$ cat src/gbts_pkg.sv
// Shared types and constants for the gap buffer text store.
// Used by gbts_ctrl, gbts_dp and gap_buffer_text_store_top; depends on nothing.
package gbts_pkg;

	localparam int POS_W = 11;

	// Operation codes carried in the opcode field.
	localparam logic [2:0] OP_INSERT = 3'd0;
	localparam logic [2:0] OP_DELETE = 3'd1;
	localparam logic [2:0] OP_MOVE   = 3'd2;
	localparam logic [2:0] OP_READ   = 3'd3;
	localparam logic [2:0] OP_DELSEL = 3'd4;

	// Status codes reported with every result.
	localparam logic [1:0] STS_OK    = 2'd0;
	localparam logic [1:0] STS_FULL  = 2'd1;
	localparam logic [1:0] STS_RANGE = 2'd2;

	typedef struct packed {
		logic [2:0]       opcode;
		logic [7:0]       data_byte;
		logic [POS_W-1:0] position;
		logic [POS_W-1:0] position_end;
	} req_item_t;

	typedef struct packed {
		logic [7:0]       read_byte;
		logic [1:0]       status;
		logic [POS_W-1:0] text_length;
		logic [POS_W-1:0] cursor;
	} rsp_item_t;

	typedef enum logic [2:0] {
		ST_IDLE,
		ST_EXEC,
		ST_READ,
		ST_MOVE,
		ST_DONE
	} state_t;

	// Commands from the controller to the datapath.
	typedef struct packed {
		logic load;
		logic exec;
		logic step;
		logic finish;
		logic out_load;
	} ctrl_cmd_t;

	// Status from the datapath to the controller.
	typedef struct packed {
		logic [2:0] opcode;
		logic       at_target;
		logic       out_free;
	} ctrl_sts_t;

endpackage

$ cat src/gbts_ctrl.sv
// Controller state machine for the gap buffer text store.
// Depends on gbts_pkg; drives the datapath through ctrl_cmd_t.
module gbts_ctrl
	import gbts_pkg::*;
(
	input  logic      clk,
	input  logic      arst_n,
	input  logic      req_valid,
	output logic      req_stall,
	input  ctrl_sts_t sts,
	output ctrl_cmd_t cmd
);

	state_t state_q;
	state_t state_nxt;

	// State register.
	always_ff @(posedge clk or negedge arst_n) begin
		if (!arst_n) begin
			state_q <= ST_IDLE;
		end else begin
			state_q <= state_nxt;
		end
	end

	// Next state and commands.
	always_comb begin
		state_nxt = state_q;
		cmd       = '0;
		req_stall = 1'b1;
		case (state_q)
			ST_IDLE: begin
				req_stall = 1'b0;
				if (req_valid) begin
					cmd.load  = 1'b1;
					state_nxt = ST_EXEC;
				end
			end
			ST_EXEC: begin
				cmd.exec = 1'b1;
				case (sts.opcode)
					OP_MOVE, OP_DELSEL: state_nxt = ST_MOVE;
					OP_READ:            state_nxt = ST_READ;
					default:            state_nxt = ST_DONE;
				endcase
			end
			ST_READ: begin
				state_nxt = ST_DONE;
			end
			ST_MOVE: begin
				if (sts.at_target) begin
					cmd.finish = 1'b1;
					state_nxt  = ST_DONE;
				end else begin
					cmd.step = 1'b1;
				end
			end
			ST_DONE: begin
				if (sts.out_free) begin
					cmd.out_load = 1'b1;
					state_nxt    = ST_IDLE;
				end
			end
			default: begin
				state_nxt = ST_IDLE;
			end
		endcase
	end

endmodule

$ cat config.mk
export PLATFORM = sky130hd
export DESIGN_NAME = gbts_ctrl
export DESIGN_NICKNAME = d
export VERILOG_FILES = /design/src/gbts_pkg.sv /design/src/gbts_ctrl.sv
export SDC_FILE = /design/constraint.sdc
export NUM_CORES = 1
export LEC_CHECK = 0
export BUFFER_PORTS_ARGS = -buffer_cell sky130_fd_sc_hd__buf_2
export CAP_MARGIN = 20
export CORE_AREA = 4 4 41 43
export DETAILED_ROUTE_END_ITERATION = 10
export DIE_AREA = 0 0 45 47
export PLACE_DENSITY = 0.49
export SLEW_MARGIN = 0
export SYNTH_ARGS = -nofsm -noshare
export SYNTH_HDL_FRONTEND = slang
export SYNTH_SLANG_ARGS = --single-unit
$ cat constraint.sdc
create_clock -name clk -period 1.6 [get_ports clk]
set_input_delay 0.32 -clock clk [delete_from_list [all_inputs] [get_ports clk]]
set_output_delay 0.32 -clock clk [all_outputs]
set_load 0.02 [all_outputs]
==> flow_summary.json, run 1 <==
{
  "reg_top3": "state_q (3)",
  "crit_chain": "nor3b_2 -> buf_4",
  "clk_latency_ns": 0.23,
  "drt_pass1_iterations": 2,
  "setup_viol": 0,
  "ys_ff_latch": 3,
  "nets": 55,
  "hpwl_um": 494,
  "synth_cell_types": 20,
  "period_minus_slack_ns": 1.54,
  "synthAdderAreaFrac_pct": 0,
  "max_freq_mhz": 651,
  "timing.hold.ws_ns": 0.342,
  "synth_compound_area_share_pct": 19.7,
  "drv_slew": 0,
  "synth-xor-area-share_pct": 3.63,
  "largest-register": "state_q",
  "clk_pin_slew_ns": 0.04,
  "p_seq_share_pct": 29.4,
  "status": "complete, no violations",
  "drive_gt1_share_pct": 52.2,
  "antenna_found_initial": 0,
  "yosysWarnings": 0,
  "htreeDepth": 1,
  "first_iter_violations": 5,
  "grt_busiest_layer": "met2",
  "grt_use_met3_pct": 1.15,
  "clock_sinks": 3,
  "cts_root_buffer": "clkbuf_4",
  "vias": 266,
  "grt-ovfl-total": 0,
  "cts_buffers": 3,
  "syn_to_final_growth_pct": 57.5,
  "p_per_area_nw_per_um2": 1610,
  "fin_crit_sh_pct": 96.0,
  "comb_power_share_pct": 49.6,
  "initial_utilization_pct": 18.6,
  "crit_type": "flop to output port",
  "synth_mux_area_share_pct": 0,
  "sw_frac_of_total_pct": 43.6,
  "routedWlPerCell_um": 10.3,
  "cts_max_path_buffers": 2,
  "power.internal_mw": 0.345,
  "crit_fanout": 12,
  "clock_skew_ns": 0.00284,
  "use_met1_pct": 8.66,
  "ant_nets": 0,
  "slowest_stage": "dfrtp_1",
  "diodes": 0,
  "endpoint_kind": "output port",
  "io_pins": 14,
  "p_leak_nw": 0.175,
  "yosysSeqAreaShare_pct": 31.1,
  "grt_start_max_net_pins": 13,
  "die_x_um": 45,
  "gr-usage-met2_pct": 9.04,
  "synth.cell_area_um2": 241,
  "yosys.area_share.simple_pct": 40.9,
  "gp_congestion": 0.712,
  "grt_first_pass_wirelength_um": 979,
  "finalHoldViolations": 0,
  "synthCells": 28,
  "routed_wl_um": 628,
  "largest_reg_flops": 3,
  "fillers": 158,
  "slowest_delay_ns": 0.55,
  "syn-num-nets": 36,
  "ir_worst_vdd_mv": 0.496,
  "grt_pass1_vias": 244,
  "rsz0062_at_grt": "no",
  "setup-tns-final_ns": 0,
  "die_h_um": 47,
  "min_path_type": "input pin to flop",
  "maxCapViolCount": 0,
  "worst_ep_arrival_time_ns": 1.22,
  "synth_top_family_by_area": "simple AND/OR/NAND/NOR gates",
  "cts_tree": "yes",
  "tightest_slew_ns": 0.372,
  "clockPowerShare_pct": 20.9,
  "row_count": 13,
  "relSlewSlack_pct": 75.2,
  "worstSetupStartpointType": "flop",
  "die_area_um2": 2120,
  "routed_via_density": 4.36,
  "avgSynthCellArea_um2": 8.62,
  "portBuffers": 13,
  "required_ns": 1.28,
  "core_um2": 1300,
  "track_usage_pct": 6.72,
  "post-route-drc-count": 0,
  "power_switching_mw": 0.267
}
## routing by layer
metal / wire (µm) / vias to the layer above / part of all wire, %
met1: 304 / 117 / 48
met3: 36 / 0 / 5.7
met5: 0 / - / 0
met4: 0 / 0 / 0
met2: 288 / 8 / 46
li1: - / 141 / -
## critical path: cells and delay by family, from the launching register on
family        cells  cell delay, ns
buf+inv           1            0.17
flops             1            0.55
simple gates      1            0.26
## worst paths after layout
path,cells after the start,slack (ns),from,end
worst max-delay path,2,0.06,state_q[1],cmd[2]
worst min-delay path,2,0.34,sts[1],state_q[1]
worst max register to register,3,0.45,state_q[2],state_q[2]
worst min register to register,1,0.58,state_q[2],state_q[2]
max in group asynchronous,2,1.07,arst_n,state_q[0]
min in group asynchronous,2,0.41,arst_n,state_q[1]
## logic make-up after synthesis
| family | after synthesis |
|---|---|
| AND/OR/NAND/NOR | 15 |
| AO/OA/AOI/OAI | 6 |
| flip-flops | 3 |
| buffers and inverters | 3 |
| XOR/XNOR | 1 |
## synth_stat cells, drive strengths merged
cell type	count	area [µm²]
and4b	1	11.3
nor2b	1	6.26
nor3b	1	12.5
nand2	1	3.75
inv	2	7.51
o21ai	1	5.00
clkbuf	1	3.75
a2111o	1	11.3
nor4	1	6.26
nor2	3	11.3
nand2b	2	20.0
xnor2	1	8.76
o31a	1	8.76
a211oi	2	15.0
nand3b	1	7.51
nand3	1	5.00
o211ai	1	7.51
dfrtp	3	75.1
nor3	3	15.0
## power by group through the flow
stage / Combinational (mW) / Clock (mW) / Sequential (mW)
2_1_floorplan: 0.219 / 0 / 0.142
3_3_place_gp: 0.285 / 0 / 0.168
3_5_place_dp: 0.284 / 0 / 0.169
4_1_cts: 0.286 / 0.137 / 0.168
5_1_grt: 0.339 / 0.150 / 0.188
6_report: 0.304 / 0.128 / 0.180
## placed cells by master (no fill, tap or decap), types with 2 or more instances in the layout
cell,netlist,layout
a211oi_1,2,2
buf_2,0,12
buf_4,0,2
clkbuf_4,0,3
dfrtp_2,0,2
inv_1,2,2
nor2_1,3,3
nor3_2,0,2
## layout make-up
cell class	count	area [µm²]	share of cell area, %
multi-input combinational	22	165	43.4
sequential	3	77.6	20.4
tap	15	18.8	4.93
inverter	2	7.51	1.97
clock buffer	4	26.3	6.91
timing repair buffer	15	85.1	22.4
## repair_timing
action                     4_1_cts  5_1_grt
setup endpoints to repair        0        3
hold endpoints to repair         3        0
resized for setup                0        5
buffers inserted                 0        1
hold buffers                     1        0
## metrics by stage
step	total power, mW	utilization, %	setup slack (ns)	area [µm²]	instances
5_1_grt	0.677	29.2	0.00542	380	61
6_report	0.612	29.2	0.0647	380	61
3_5_place_dp	0.452	24.7	0.280	322	55
3_3_place_gp	0.453	24.7	0.283	322	55
2_1_floorplan	0.361	-	0.209	241	28
4_1_cts	0.591	27.5	0.0286	358	60
No activity file was read; power rests on OpenSTA's default activity.
==> inputs of run 2 (changes only) <==
- PLACE_DENSITY: 0.49 -> 0.5
- clock period: 1.6 -> 1.35 ns (I/O delays scaled with it)
==> run 2 against run 1 <==
Net effect:
- the run now ends with setup timing left
- flip-flop and latch count is the same
- wire length rose by 14%
- utilization up 4.0 points
- final cell count rose by 6.6%
- cell area rose by 14%
- global-route usage grew 1.1 points
- critical path depth rose by 1
- clock skew fell by 0.00088 ns
- worst hold slack got worse by 0.037 ns
==> flow_summary.json, run 2 (synthesis gave the netlist of run 1 again) <==
{
  "largest-register": "state_q",
  "io_pins": 14,
  "drive_gt1_share_pct": 58.0,
  "final_common_cell": "buf_2",
  "required_ns": 1.08,
  "routed_via_density": 4.49,
  "placed_cells": 56,
  "maxCapViolCount": 0,
  "cts_tree": "yes",
  "min_path_type": "input pin to flop",
  "setup_viol": 5,
  "layout_common_cells": "9 x buf_2, 7 x buf_4, 3 x nor2_1, 3 x clkbuf_4, 3 x dfrtp_2",
  "violations": "setup timing",
  "crit_fanout": 7,
  "p_leak_nw": 0.203,
  "drv_slew": 0,
  "grt_first_pass_wirelength_um": 1100,
  "endpoint_kind": "output port",
  "worst_ep_arrival_time_ns": 1.21,
  "ant_nets": 0,
  "grt_pass1_vias": 262,
  "diodes": 0,
  "final.setup.worst_slack_ns": -0.129,
  "tightest_slew_ns": 0.252,
  "timing.hold.ws_ns": 0.305,
  "clk_latency_ns": 0.23,
  "clock_skew_ns": 0.00196,
  "slowest_delay_ns": 0.43,
  "relSlewSlack_pct": 83.0,
  "core_um2": 1300,
  "p_per_area_nw_per_um2": 1870,
  "crit_chain": "nand2b_4 -> nor3b_4 -> buf_6",
  "antenna_found_initial": 0,
  "gp_congestion": 0.665,
  "status": "finished with violations",
  "syn_to_final_growth_pct": 79.3,
  "routed_wl_um": 719,
  "initial_utilization_pct": 18.6,
  "track_usage_pct": 7.83,
  "instances_no_fill": 65,
  "cts_max_path_buffers": 2,
  "htreeDepth": 1,
  "die_x_um": 45,
  "grt-ovfl-total": 0,
  "cts_root_buffer": "clkbuf_4",
  "largest_reg_flops": 3,
  "post-route-drc-count": 0,
  "slowest_stage": "dfrtp_2",
  "die_area_um2": 2120,
  "nets": 59,
  "worstSetupStartpointType": "flop",
  "grt_start_max_net_pins": 11,
  "portBuffers": 13,
  "max_freq_mhz": 676,
  "cts_buffers": 3,
  "clock_sinks": 3,
  "crit_type": "flop to output port",
  "reg_top3": "state_q (3)",
  "first_iter_violations": 3,
  "power.total_mw": 0.808,
  "finalHoldViolations": 0,
  "drt_pass1_iterations": 3,
  "rsz0062_at_grt": "yes",
  "die_h_um": 47,
  "hpwl_um": 519,
  "ir_worst_vdd_mv": 0.758,
  "fin_crit_sh_pct": 110,
  "clk_pin_slew_ns": 0.04,
  "routedWlPerCell_um": 11.1,
  "period_minus_slack_ns": 1.48,
  "row_count": 13,
  "vias": 292
}
-- run 2: changes by cell type in the layout (fill, tap and decap cells not counted) --
| cell | before | now |
|---|---|---|
| buf_4 | 2 | 7 |
| buf_2 | 12 | 9 |
| buf_6 | 0 | 2 |
| dfrtp_1 | 1 | 0 |
| dfrtp_2 | 2 | 3 |
| nor3b_2 | 1 | 0 |
| nor3b_4 | 0 | 1 |
-- run 2: worst paths after layout --
| kind | start | endpoint | slack [ns] | depth (start not counted) |
|---|---|---|---|---|
| min in group asynchronous | arst_n | state_q[1] | 0.36 | 2 |
| setup reg to reg | state_q[2] | state_q[2] | 0.08 | 4 |
| hold / removal | sts[1] | state_q[1] | 0.30 | 2 |
| hold reg to reg | state_q[2] | state_q[2] | 0.56 | 1 |
| max in group asynchronous | arst_n | state_q[2] | 0.87 | 2 |
| setup / recovery | state_q[2] | cmd[2] | -0.13 | 3 |
-- run 2: per-layer routing --
metal	track usage [%]	vias up	routed length, µm
met1	9.36	127	318
li1	-	151	-
met4	5.26	0	19
met2	10.2	12	315
met5	0	-	0
met3	4.98	2	66
-- run 2: layout make-up --
class,count,area [µm²]
Inverter,2,7.51
Fill cell,136,868
Tap cell,15,18.8
Timing Repair Buffer,19,130
Sequential cell,3,78.8
Multi-Input combinational cell,22,171
Clock buffer,4,26.3
-- run 2: power by group --
part	total (mW)	leakage, nW	internal (mW)	switching [mW]
clock	0.157	0.0150	0.111	0.0465
combinational	0.452	0.153	0.226	0.226
sequential	0.199	0.0349	0.131	0.0672
total	0.808	0.203	0.468	0.340
-- run 2: metrics by stage --
stage | util (%) | setup TNS (ns) | cell area [µm²] | setup WS [ns]
after floorplan | - | 0 | 241 | 0.00931
after CTS | 29.7 | -0.391 | 387 | -0.128
final | 33.3 | -0.263 | 433 | -0.129
after detailed placement | 25.3 | 0 | 329 | 0.0871
after global routing | 33.3 | -0.623 | 433 | -0.183
after global placement | 25.3 | 0 | 329 | 0.0861
-- run 2: what timing repair did --
action | in CTS | in global routing
gates resized for setup | 6 | 8
hold endpoints to repair | 3 | 0
setup endpoints to repair | 6 | 6
buffers inserted | 1 | 3
pin swaps | 1 | 1
hold buffers | 1 | 0
-- run 2: worst max-delay path, delay by kind of cell (launching register included) --
kind	cells	cell delay, ns
buffers and inverters	1	0.15
AND/OR/NAND/NOR	2	0.40
flip-flops	1	0.43
